**src/rtl/novd_pkg.sv**
```systemverilog
// Shared types and constants for the nearest occupied voxel distance core.
// No dependencies; imported by every module of the block.
package novd_pkg;

    localparam int unsigned OffW    = 6;
    localparam int unsigned CfgW    = 28;
    localparam int unsigned CfgIdxW = 3;
    localparam int unsigned MulW    = 28;
    localparam int unsigned SqW     = 52;
    localparam int unsigned RootW   = 27;

    typedef enum logic [CfgIdxW-1:0] {
        CFG_VOXEL_SIZE  = 3'd0,
        CFG_RANGE_LIMIT = 3'd1,
        CFG_WEIGHT_X    = 3'd2,
        CFG_WEIGHT_Y    = 3'd3,
        CFG_WEIGHT_Z    = 3'd4,
        CFG_UNKNOWN_HIT = 3'd5,
        CFG_SKIP_CENTRE = 3'd6,
        CFG_REPORT_RAW  = 3'd7
    } t_cfg_idx;

    localparam logic [1:0] CLS_OCCUPIED = 2'd1;
    localparam logic [1:0] CLS_UNKNOWN  = 2'd2;

    typedef struct packed {
        logic start;
        logic [SqW-1:0] value;
    } t_sqrt_req;

    typedef struct packed {
        logic done;
        logic [RootW-1:0] root;
    } t_sqrt_rsp;

endpackage

```
**src/rtl/novd_mul.sv**
```systemverilog
// Registered unsigned multiplier shared by every product of the block.
// Depends on novd_pkg for the operand width.
module novd_mul import novd_pkg::*; (
    input  logic              i_clk,
    input  logic [MulW-1:0]   i_a,
    input  logic [MulW-1:0]   i_b,
    output logic [2*MulW-1:0] o_p
);

    logic [2*MulW-1:0] r_p;

    always_ff @(posedge i_clk) begin
        r_p <= i_a * i_b;
    end

    assign o_p = r_p;

endmodule

```
**src/rtl/novd_sqrt.sv**
```systemverilog
// Iterative square root, one result bit a cycle, rounded to nearest.
// Depends on novd_pkg for widths and the request and response structs.
module novd_sqrt import novd_pkg::*; (
    input  logic      i_clk,
    input  logic      i_rst_n,
    input  t_sqrt_req i_req,
    output t_sqrt_rsp o_rsp
);

    logic [SqW-1:0] r_v, n_v;
    logic [SqW-1:0] r_res, n_res;
    logic [SqW-1:0] r_bit, n_bit;
    logic [4:0]     r_cnt, n_cnt;
    logic           r_busy, n_busy;
    logic           r_done, n_done;
    logic [SqW-1:0] trial;

    assign trial = r_res + r_bit;

    always_comb begin
        n_v    = r_v;
        n_res  = r_res;
        n_bit  = r_bit;
        n_cnt  = r_cnt;
        n_busy = r_busy;
        n_done = 1'b0;
        if (i_req.start) begin
            n_v    = i_req.value;
            n_res  = '0;
            n_bit  = {2'b01, {(SqW-2){1'b0}}};
            n_cnt  = 5'(SqW/2 - 1);
            n_busy = 1'b1;
        end else if (r_busy) begin
            if (r_v >= trial) begin
                n_v   = r_v - trial;
                n_res = (r_res >> 1) + r_bit;
            end else begin
                n_res = r_res >> 1;
            end
            n_bit = r_bit >> 2;
            n_cnt = r_cnt - 5'd1;
            if (r_cnt == 5'd0) begin
                n_busy = 1'b0;
                n_done = 1'b1;
            end
        end
    end

    always_ff @(posedge i_clk) begin
        if (!i_rst_n) begin
            r_busy <= 1'b0;
            r_done <= 1'b0;
        end else begin
            r_busy <= n_busy;
            r_done <= n_done;
        end
        r_v   <= n_v;
        r_res <= n_res;
        r_bit <= n_bit;
        r_cnt <= n_cnt;
    end

    // The remainder left in r_v decides the rounding step.
    assign o_rsp.done = r_done;
    assign o_rsp.root = r_res[RootW-1:0] + RootW'(r_v > r_res);

endmodule

```
**src/rtl/nearest_occupied_voxel_distance_core.sv**
```systemverilog
// Nearest occupied voxel distance core: top level with sequencer and state.
// Depends on novd_pkg, novd_mul and novd_sqrt.
// A qualifying voxel uses the shared multiplier for 13 products, then the
// decision; a voxel that does not qualify is taken without that calculation.
// The last voxel of a query adds the square root and the output state.
// Reset is synchronous and active low; it restores the register defaults.
module nearest_occupied_voxel_distance_core import novd_pkg::*; (
    input  logic               i_clk,
    input  logic               i_rst_n,
    input  logic               i_cfg_we,
    input  logic [CfgIdxW-1:0] i_cfg_addr,
    input  logic [CfgW-1:0]    i_cfg_wdata,
    input  logic               s_axis_tvalid,
    output logic               s_axis_tready,
    // offset_x [5:0], offset_y [11:6], offset_z [17:12], voxel_class [19:18], zero pad
    input  logic [23:0]        s_axis_tdata,
    input  logic               s_axis_tlast,
    output logic               m_axis_tvalid,
    input  logic               m_axis_tready,
    // distance [27:0], zero pad
    output logic [31:0]        m_axis_tdata,
    // found [0]
    output logic               m_axis_tuser
);

    typedef enum logic [4:0] {
        ST_IDLE = 5'b00001,
        ST_CALC = 5'b00010,
        ST_ROOT = 5'b00100,
        ST_WAIT = 5'b01000,
        ST_OUT  = 5'b10000
    } t_state;

    t_state r_state, n_state;

    // Configuration registers.
    logic [15:0] r_voxel_size, r_weight_x, r_weight_y, r_weight_z;
    logic [27:0] r_range_limit;
    logic        r_unknown_hit, r_skip_centre, r_report_raw;

    // Per-voxel working registers.
    logic [OffW-1:0] r_mx, r_my, r_mz;
    logic            r_last;
    logic [3:0]      r_step;
    logic [20:0]     r_sx, r_sy, r_sz;
    logic [24:0]     r_cx, r_cy, r_cz;
    logic [SqW-1:0]  r_raw;
    logic [SqW:0]    r_scl;
    logic [55:0]     r_lim;

    // Query state.
    logic [SqW-1:0]  r_best_scl, r_best_rep;
    logic            r_any;

    // Output register.
    logic            r_out_valid;
    logic [27:0]     r_out_dist;
    logic            r_out_found;

    logic [MulW-1:0]   mul_a, mul_b;
    logic [2*MulW-1:0] mul_p;
    logic [37:0]       round_p;
    t_sqrt_req         sqrt_req;
    t_sqrt_rsp         sqrt_rsp;

    // Input decode: magnitudes of the signed offsets and qualification.
    logic [OffW-1:0] in_x, in_y, in_z, in_mx, in_my, in_mz;
    logic [1:0]      in_cls;
    logic            in_hit, in_centre, in_qualify, in_xfer;

    assign in_x   = s_axis_tdata[5:0];
    assign in_y   = s_axis_tdata[11:6];
    assign in_z   = s_axis_tdata[17:12];
    assign in_cls = s_axis_tdata[19:18];
    assign in_mx  = in_x[OffW-1] ? OffW'(-in_x) : in_x;
    assign in_my  = in_y[OffW-1] ? OffW'(-in_y) : in_y;
    assign in_mz  = in_z[OffW-1] ? OffW'(-in_z) : in_z;
    assign in_hit = (in_cls == CLS_OCCUPIED) || (in_cls == CLS_UNKNOWN && r_unknown_hit);
    assign in_centre  = (in_mx == '0) && (in_my == '0) && (in_mz == '0);
    assign in_qualify = in_hit && !(r_skip_centre && in_centre);
    assign s_axis_tready = (r_state == ST_IDLE);
    assign in_xfer       = s_axis_tvalid && s_axis_tready;

    // The product issued in one step is consumed in the next.
    always_comb begin
        mul_a = '0;
        mul_b = '0;
        unique case (r_step)
            4'd0:  begin mul_a = MulW'(r_mx); mul_b = MulW'(r_voxel_size); end
            4'd1:  begin mul_a = MulW'(r_my); mul_b = MulW'(r_voxel_size); end
            4'd2:  begin mul_a = MulW'(r_mz); mul_b = MulW'(r_voxel_size); end
            4'd3:  begin mul_a = MulW'(r_sx); mul_b = MulW'(r_sx); end
            4'd4:  begin mul_a = MulW'(r_sy); mul_b = MulW'(r_sy); end
            4'd5:  begin mul_a = MulW'(r_sz); mul_b = MulW'(r_sz); end
            4'd6:  begin mul_a = MulW'(r_sx); mul_b = MulW'(r_weight_x); end
            4'd7:  begin mul_a = MulW'(r_sy); mul_b = MulW'(r_weight_y); end
            4'd8:  begin mul_a = MulW'(r_sz); mul_b = MulW'(r_weight_z); end
            4'd9:  begin mul_a = MulW'(r_cx); mul_b = MulW'(r_cx); end
            4'd10: begin mul_a = MulW'(r_cy); mul_b = MulW'(r_cy); end
            4'd11: begin mul_a = MulW'(r_cz); mul_b = MulW'(r_cz); end
            4'd12: begin mul_a = r_range_limit; mul_b = r_range_limit; end
            default: begin mul_a = '0; mul_b = '0; end
        endcase
    end

    novd_mul u_mul (
        .i_clk (i_clk),
        .i_a   (mul_a),
        .i_b   (mul_b),
        .o_p   (mul_p)
    );

    // Weighted separation rounded half up, dropping the 12 fraction bits of the Q.12 weight.
    assign round_p = mul_p[37:0] + 38'd2048;

    // Decision on the finished voxel.
    logic [SqW-1:0] scl_sat, rep;
    logic           in_range, better;

    assign scl_sat  = r_scl[SqW] ? {SqW{1'b1}} : r_scl[SqW-1:0];
    assign rep      = r_report_raw ? r_raw : scl_sat;
    assign in_range = (r_range_limit == '0) || ({4'b0, rep} <= r_lim);
    assign better   = !r_any || (scl_sat < r_best_scl);

    assign sqrt_req.start = (r_state == ST_ROOT);
    assign sqrt_req.value = r_best_rep;

    novd_sqrt u_sqrt (
        .i_clk   (i_clk),
        .i_rst_n (i_rst_n),
        .i_req   (sqrt_req),
        .o_rsp   (sqrt_rsp)
    );

    always_comb begin
        n_state = r_state;
        unique case (r_state)
            ST_IDLE: if (in_xfer) begin
                if (in_qualify)        n_state = ST_CALC;
                else if (s_axis_tlast) n_state = ST_ROOT;
            end
            ST_CALC: if (r_step == 4'd14) n_state = r_last ? ST_ROOT : ST_IDLE;
            ST_ROOT: n_state = ST_WAIT;
            ST_WAIT: if (sqrt_rsp.done) n_state = ST_OUT;
            ST_OUT:  if (!r_out_valid || m_axis_tready) n_state = ST_IDLE;
            default: n_state = ST_IDLE;
        endcase
    end

    always_ff @(posedge i_clk) begin
        if (!i_rst_n) begin
            r_state       <= ST_IDLE;
            r_voxel_size  <= 16'd4096;
            r_range_limit <= '0;
            r_weight_x    <= 16'd4096;
            r_weight_y    <= 16'd4096;
            r_weight_z    <= 16'd4096;
            r_unknown_hit <= 1'b0;
            r_skip_centre <= 1'b0;
            r_report_raw  <= 1'b0;
            r_best_scl    <= '1;
            r_best_rep    <= '1;
            r_any         <= 1'b0;
            r_out_valid   <= 1'b0;
            r_step        <= '0;
        end else begin
            r_state <= n_state;
            if (i_cfg_we) begin
                unique case (t_cfg_idx'(i_cfg_addr))
                    CFG_VOXEL_SIZE:  r_voxel_size  <= i_cfg_wdata[15:0];
                    CFG_RANGE_LIMIT: r_range_limit <= i_cfg_wdata;
                    CFG_WEIGHT_X:    r_weight_x    <= i_cfg_wdata[15:0];
                    CFG_WEIGHT_Y:    r_weight_y    <= i_cfg_wdata[15:0];
                    CFG_WEIGHT_Z:    r_weight_z    <= i_cfg_wdata[15:0];
                    CFG_UNKNOWN_HIT: r_unknown_hit <= i_cfg_wdata[0];
                    CFG_SKIP_CENTRE: r_skip_centre <= i_cfg_wdata[0];
                    CFG_REPORT_RAW:  r_report_raw  <= i_cfg_wdata[0];
                    default: ;
                endcase
            end
            if (r_state == ST_IDLE) r_step <= '0;
            if (r_state == ST_CALC) begin
                r_step <= r_step + 4'd1;
                if (r_step == 4'd14 && in_range && better) begin
                    r_best_scl <= scl_sat;
                    r_best_rep <= rep;
                    r_any      <= 1'b1;
                end
            end
            // A new result may replace the one taken in the same cycle.
            if (r_state == ST_OUT && (!r_out_valid || m_axis_tready)) begin
                r_out_valid <= 1'b1;
                r_best_scl  <= '1;
                r_best_rep  <= '1;
                r_any       <= 1'b0;
            end else if (m_axis_tvalid && m_axis_tready) begin
                r_out_valid <= 1'b0;
            end
        end
    end

    always_ff @(posedge i_clk) begin
        if (in_xfer) begin
            r_mx   <= in_mx;
            r_my   <= in_my;
            r_mz   <= in_mz;
            r_last <= s_axis_tlast;
        end
        if (r_state == ST_CALC) begin
            unique case (r_step)
                4'd1:  r_sx  <= mul_p[20:0];
                4'd2:  r_sy  <= mul_p[20:0];
                4'd3:  r_sz  <= mul_p[20:0];
                4'd4:  r_raw <= mul_p[SqW-1:0];
                4'd5:  r_raw <= r_raw + mul_p[SqW-1:0];
                4'd6:  r_raw <= r_raw + mul_p[SqW-1:0];
                4'd7:  r_cx  <= round_p[36:12];
                4'd8:  r_cy  <= round_p[36:12];
                4'd9:  r_cz  <= round_p[36:12];
                4'd10: r_scl <= {1'b0, mul_p[SqW-1:0]};
                4'd11: r_scl <= r_scl + {1'b0, mul_p[SqW-1:0]};
                4'd12: r_scl <= r_scl + {1'b0, mul_p[SqW-1:0]};
                4'd13: r_lim <= mul_p;
                default: ;
            endcase
        end
        if (r_state == ST_OUT && (!r_out_valid || m_axis_tready)) begin
            r_out_found <= r_any;
            r_out_dist  <= r_any ? 28'(sqrt_rsp.root) : '0;
        end
    end

    assign m_axis_tvalid = r_out_valid;
    assign m_axis_tdata  = {4'b0, r_out_dist};
    assign m_axis_tuser  = r_out_found;

endmodule

```
**config.mk**
```make
export PLATFORM = sky130hd
export DESIGN_NAME = nearest_occupied_voxel_distance_core
export DESIGN_NICKNAME = d
export VERILOG_FILES = /design/src/rtl/novd_pkg.sv /design/src/rtl/novd_mul.sv /design/src/rtl/novd_sqrt.sv /design/src/rtl/nearest_occupied_voxel_distance_core.sv
export SDC_FILE = /design/constraint.sdc
export NUM_CORES = 2
export LEC_CHECK = 0
export ABC_AREA = 1
export ABC_CLOCK_PERIOD_IN_PS = 9000
export BUFFER_PORTS_ARGS = -buffer_cell sky130_fd_sc_hd__clkbuf_2
export CAP_MARGIN = 10
export CORE_MARGIN = 2
export CORE_UTILIZATION = 63
export CTS_CLUSTER_DIAMETER = 40
export DETAILED_ROUTE_END_ITERATION = 7
export PLACE_DENSITY = 0.92
export SLEW_MARGIN = 5
export SYNTH_ARGS = -nofsm -noshare
export SYNTH_HDL_FRONTEND = slang
export SYNTH_SLANG_ARGS = --single-unit
```
**constraint.sdc**
```tcl
create_clock -name i_clk -period 9 [get_ports i_clk]
set_input_delay 1.8 -clock i_clk [delete_from_list [all_inputs] [get_ports i_clk]]
set_output_delay 1.8 -clock i_clk [all_outputs]
set_load 0.005 [all_outputs]
```
# Word-level counts from Yosys, hierarchy flattened
# Cells that the tools add are included.
[totals]
regBits = 750
output_inout_bits = 35
[op_classes]
addsub = 12
mul = 1
n_lt_le_gt_ge = 4
eq_ne = 33
mux = 29
bitwise_logic = 2
n_reduce_logical = 58
[ops]
columns = ["operator", "count"]
rows = [
  ["$mux 52", 6],
  ["$pmux 28 s11", 1],
  ["$pmux 28 s10", 1],
  ["$pmux 53 s2", 1],
  ["$pmux 52 s2", 1],
  ["$le 52x56->1", 1],
  ["$mul 28x28->56", 1],
  ["$add 53x52->53", 1],
  ["$add 51x51->52", 1],
  ["$add 52x51->52", 1],
  ["$add 52x52->52", 1],
  ["$ge 52x52->1", 1],
  ["$gt 52x52->1", 1],
  ["$lt 52x52->1", 1],
  ["$sub 52x52->52", 1],
  ["$reduce_and 2->1", 19],
  ["$add 37x12->37 const B", 1],
  ["$mux 5", 6],
  ["$eq 4x4->1 const B", 7],
  ["$logic_not 28->1", 1],
  ["$add 27x1->27", 1],
  ["$pmux 5 s5", 1],
  ["$logic_not 6->1", 3],
  ["$mux 6", 3],
  ["other kinds (33)", 77],
]

# Longest topological paths before layout
[logic_depth]
word_depth = 11
ltp_mapped = 41

# By module
# A second synthesis with hierarchy kept.
[unflattened]
hier_cells = 11227
hier_area_um2 = 80209.4
[modules_own_cells]
columns = ["mod", "n_inst", "cells_per_inst", "area_per_inst_um2", "seq_area_each_um2"]
rows = [
  ["nearest_occupied_voxel_distance_core", 1, 4317, 33782.4, 14594.0],
  ["novd_mul", 1, 3943, 28959.0, 1121.1],
  ["novd_sqrt", 1, 2967, 17468.0, 3263.1],
]

# Least setup slack after synthesis
# Ideal clock, no wire load.
[synth_path]
kind = "reg2reg"
startpoint = "reg r_step[0]"
endpoint = "reg u_mul.r_p[33], in the netlist u_mul.o_p[33]"
setup_time_ns = 0.072
arrival_time_ns = 7.272
required_ns = 8.928
setup_slack_ns = 1.657
path_stages_with_launch = 35
n_path_buf = 3
path_cell_list = "dfxtp_1 -> inv_1 -> ha_1 -> buf_2 -> inv_2 -> nor3_4 -> buf_4 -> a22oi_1 -> nand3_1 -> nor3_2 -> buf_2 -> nor2_1 -> fa_1 -> inv_1 -> fa_1 -> inv_1 -> fa_1 -> inv_1 -> fa_1 -> inv_1 -> fa_1 -> fa_1 -> inv_1 -> fa_1 -> inv_1 -> ha_1 -> nand2_1 -> nor2_1 -> inv_1 -> nor2_1 -> inv_1 -> nor4_1 -> a21oi_1 -> o21bai_1 -> xor2_1"
[synth_via]
elab_chain_len = 4
word_cells_on_any_way = 20
classes_between = "1 x mul; 12 x eq/ne; 2 x mux; 5 x reduce/logical"
[synth_rtl]
columns = ["element", "line_no", "source"]
rows = [
  ["from (decl)", "nearest_occupied_voxel_distance_core.sv:44", "logic [3:0] r_step;"],
  ["from (signal assigned)", "nearest_occupied_voxel_distance_core.sv:183", "r_step <= r_step + 4'd1;"],
  ["$eq 4x2->1 (tied with other cells)", "nearest_occupied_voxel_distance_core.sv:88", "unique case (r_step)"],
  ["$reduce_or 3->1 (no source line) or $reduce_or 2->1 (tied branches)", "n/a", ""],
  ["$pmux 28 s11 or $pmux 28 s10 (tied branches)", "nearest_occupied_voxel_distance_core.sv:88", ""],
  ["$mul 28x28->56 *", "novd_mul.sv:13", "r_p <= i_a * i_b;"],
  ["to (signal assigned)", "novd_mul.sv:13", ""],
  ["to (decl)", "novd_mul.sv:10", "logic [2*MulW-1:0] r_p;"],
]
# Mark *: on every way between the ends. The rest lies on a longest branch, timed or not.
# A chain may end at the register's enable or synchronous reset.

# Worst setup path in the final report
[layout_path]
startpoint = "reg r_step[0]"
endpoint = "reg u_mul.r_p[51], in the netlist u_mul.o_p[51]"
# The elaborated chain is that of the path after synthesis.

==> results.cfg <==
[worst_setup_path]
path_buf_inv = 12
crit_arrival_ns = 9.61
reg2reg_depth = 38
worstSetupStartpointType = flip-flop
slowest_delay_ns = 0.60
cp.required_ns = 9.60
slowest_stage = fa_1
cp-end-kind = flip-flop
cp.depth = 38
path_common_cell = nand2_1
critPathKind = flip-flop to flip-flop
crit_family = adder cells
critical_path.max_fanout = 18

[cells_and_area]
syn_to_final_growth_pct = 9.03
drive_gt1_share_pct = 7.31
fin_util_pct = 69.4
fill_cells = 9865
final_net_count = 11800
fin_cells = 12300
postLayoutCellArea_um2 = 84700

[synthesis]
syn_inst = 10400
synth_warnings = 0
yosysMostFrequentCell = nand2_1
synth_area_per_cell_um2 = 7.45
synth-seq-area-share_pct = 24.4
synthTopCellsByCount = nand2_1, inv_1, nor2_1, fa_1, ha_1
synth_top_area_cell = fa_1
yosys_register_bits = 749
synth-edff-count = 398
synth_ff_type = edfxtp_1
synth_area_leaders = fa_1, edfxtp_1, nand2_1, ha_1, dfxtp_1
ys_types = 66
netlist_area_um2 = 77700
synth-async-reset-ratio_pct = 0
yosysTopAreaCellShare_pct = 17.4

[flow_run]
maxCapViolCount = 0

[place]
post_dp_cell_area_um2 = 80300
gp_congestion = 1.08
dp_hpwl_um = 233000
placed_cells = 12000
portBuffers = 86

[drt]
routedWlPerCell_um = 24.2
viasPerCell = 6.25
drtAntennaViolNets = 0
routed_wl_um = 297000
num_vias = 76600
drc_errors = 2
drtPass1Iterations = 8
drtIter0Drc = 11100

[clock_tree]
clock_sinks = 749
clk_pin_slew_ns = 0.06
htreeDepth = 3
cts_root_buf = clkbuf_16
cts_hold_buf = 0
clock_path_buffers = 3
cts_tree = done
clock_latency_ns = 0.82
numCtsBuffers = 117

[power_and_ir_drop]
powerDensity_nw_per_um2 = 168
p_leak_uw = 0.0400
ir_drop_mv = 0.228

[global_route]
grt_overflow_total = 0
grt_max_degree = 105
grt_antenna_before_repair = 17
grt_pass1_vias = 74400
grt_pass1_wl_um = 441000
grt.total_usage_pct = 46.3

[outcome]
violations = DRC, setup timing
status = finished, violations left

[sta]
worst_pin_slew_ns = 1.28
hold_ws_ns = 0.410
skew_ns = 0.138
drv_slew = 0
finalCritPeriodShare_pct = 100
max_freq_ghz = 0.111
setup_viol = 1
totalNegativeSetupSlack_ns = -0.00984
max_slew_margin_pct = 14.6
setup_ws_ns = -0.00984
hold_viol_final = 0
finalCriticalPeriod_ns = 9.01

[floorplan]
num_rows = 128
coreArea_um2 = 122000
dieArea_um2 = 126000
die_x_um = 355
boundaryPins = 96
start_util_pct = 63.7
die_height_um = 355

[min_path]
hold_path_class = flip-flop to flip-flop
hold_depth = 0
per-stage QoR:
step,total power (µW),setup WS [ns]
after floorplan,7670,1.66
after global placement,9140,0.395
after CTS,14000,0.112
final,14300,-0.00984
after global routing,14800,-0.119
after detailed placement,9260,0.288
cell families (layout without fill, tap and decap cells):
group	after synthesis	after routing	synth area share [%]
and+or+nand+nor	4667	4667	25.5
buffers and inverters	2180	2370	11.0
AOI/OAI and AO/OA	1347	1347	9.70
adders and majority gates	1265	1265	26.9
DFF	749	749	24.4
xor gates and xnor gates	221	221	2.49
other	1	12	0.00482
registers in the layout, indices dropped and copies added, names as in the netlist, 25 cells and up:
| register | cells |
|---|---|
| r_best_rep | 52 |
| r_best_scl | 52 |
| r_cx | 25 |
| r_cy | 25 |
| r_cz | 25 |
| r_lim | 56 |
| r_out_dist | 27 |
| r_range_limit | 28 |
| r_raw | 52 |
| r_scl | 53 |
| u_mul.o_p | 56 |
| u_sqrt.r_bit | 26 |
| u_sqrt.r_res | 52 |
| u_sqrt.r_v | 52 |
cell usage in the layout, fill, tap and decap left out, drive strengths merged, types with 39 or more instances in the layout:
master / instances
nand2: 2456
inv: 1886
nor2: 1140
fa: 677
ha: 588
a21oi: 578
nand3: 567
o21ai: 509
edfxtp: 398
dfxtp: 351
nand4: 232
clkbuf: 221
buf: 205
xor2: 124
nor3: 106
xnor2: 97
or2: 87
o21bai: 46
clkinv: 39
final cells by class:
type	count	area (µm²)	area share [%]
antenna	7	17.5	0.0207
sequential	749	19000	22.4
multi-input combinational	7505	50400	59.5
tap	1625	2030	2.40
inverter	1855	6990	8.25
clock inverter	89	1020	1.20
timing repair buffer	291	2140	2.53
clock buffer	135	3140	3.71
routing by layer:
layer  track usage (%)  vias to the layer above  routed length [µm]
met4              28.7                       23               23700
met3              16.1                     1462               44700
met2              67.7                     5855              123000
met1              58.7                    35800              105000
met5             0.868                        -                 207
li1                  -                    33500                   -
where the power goes:
part	switching (µW)	internal, µW
combinational	3390	1570
clock	2000	2770
sequential	558	3990
total	5940	8330
path summary, 6_finish.rpt:
kind	from	to	slack [ns]
hold / removal	u_mul.o_p[52]	r_lim[52]	0.41
setup / recovery	r_step[0]	u_mul.o_p[51]	-0.01
hold reg to reg	u_mul.o_p[52]	r_lim[52]	0.41
setup reg to reg	r_step[0]	u_mul.o_p[51]	-0.01
repair_timing:
item,CTS,global route
hold endpoints to repair,0,0
setup buffers,0,14
gates resized for setup,0,29
endpoints found under the setup margin,0,28
Power figures use the tool's default switching activity.
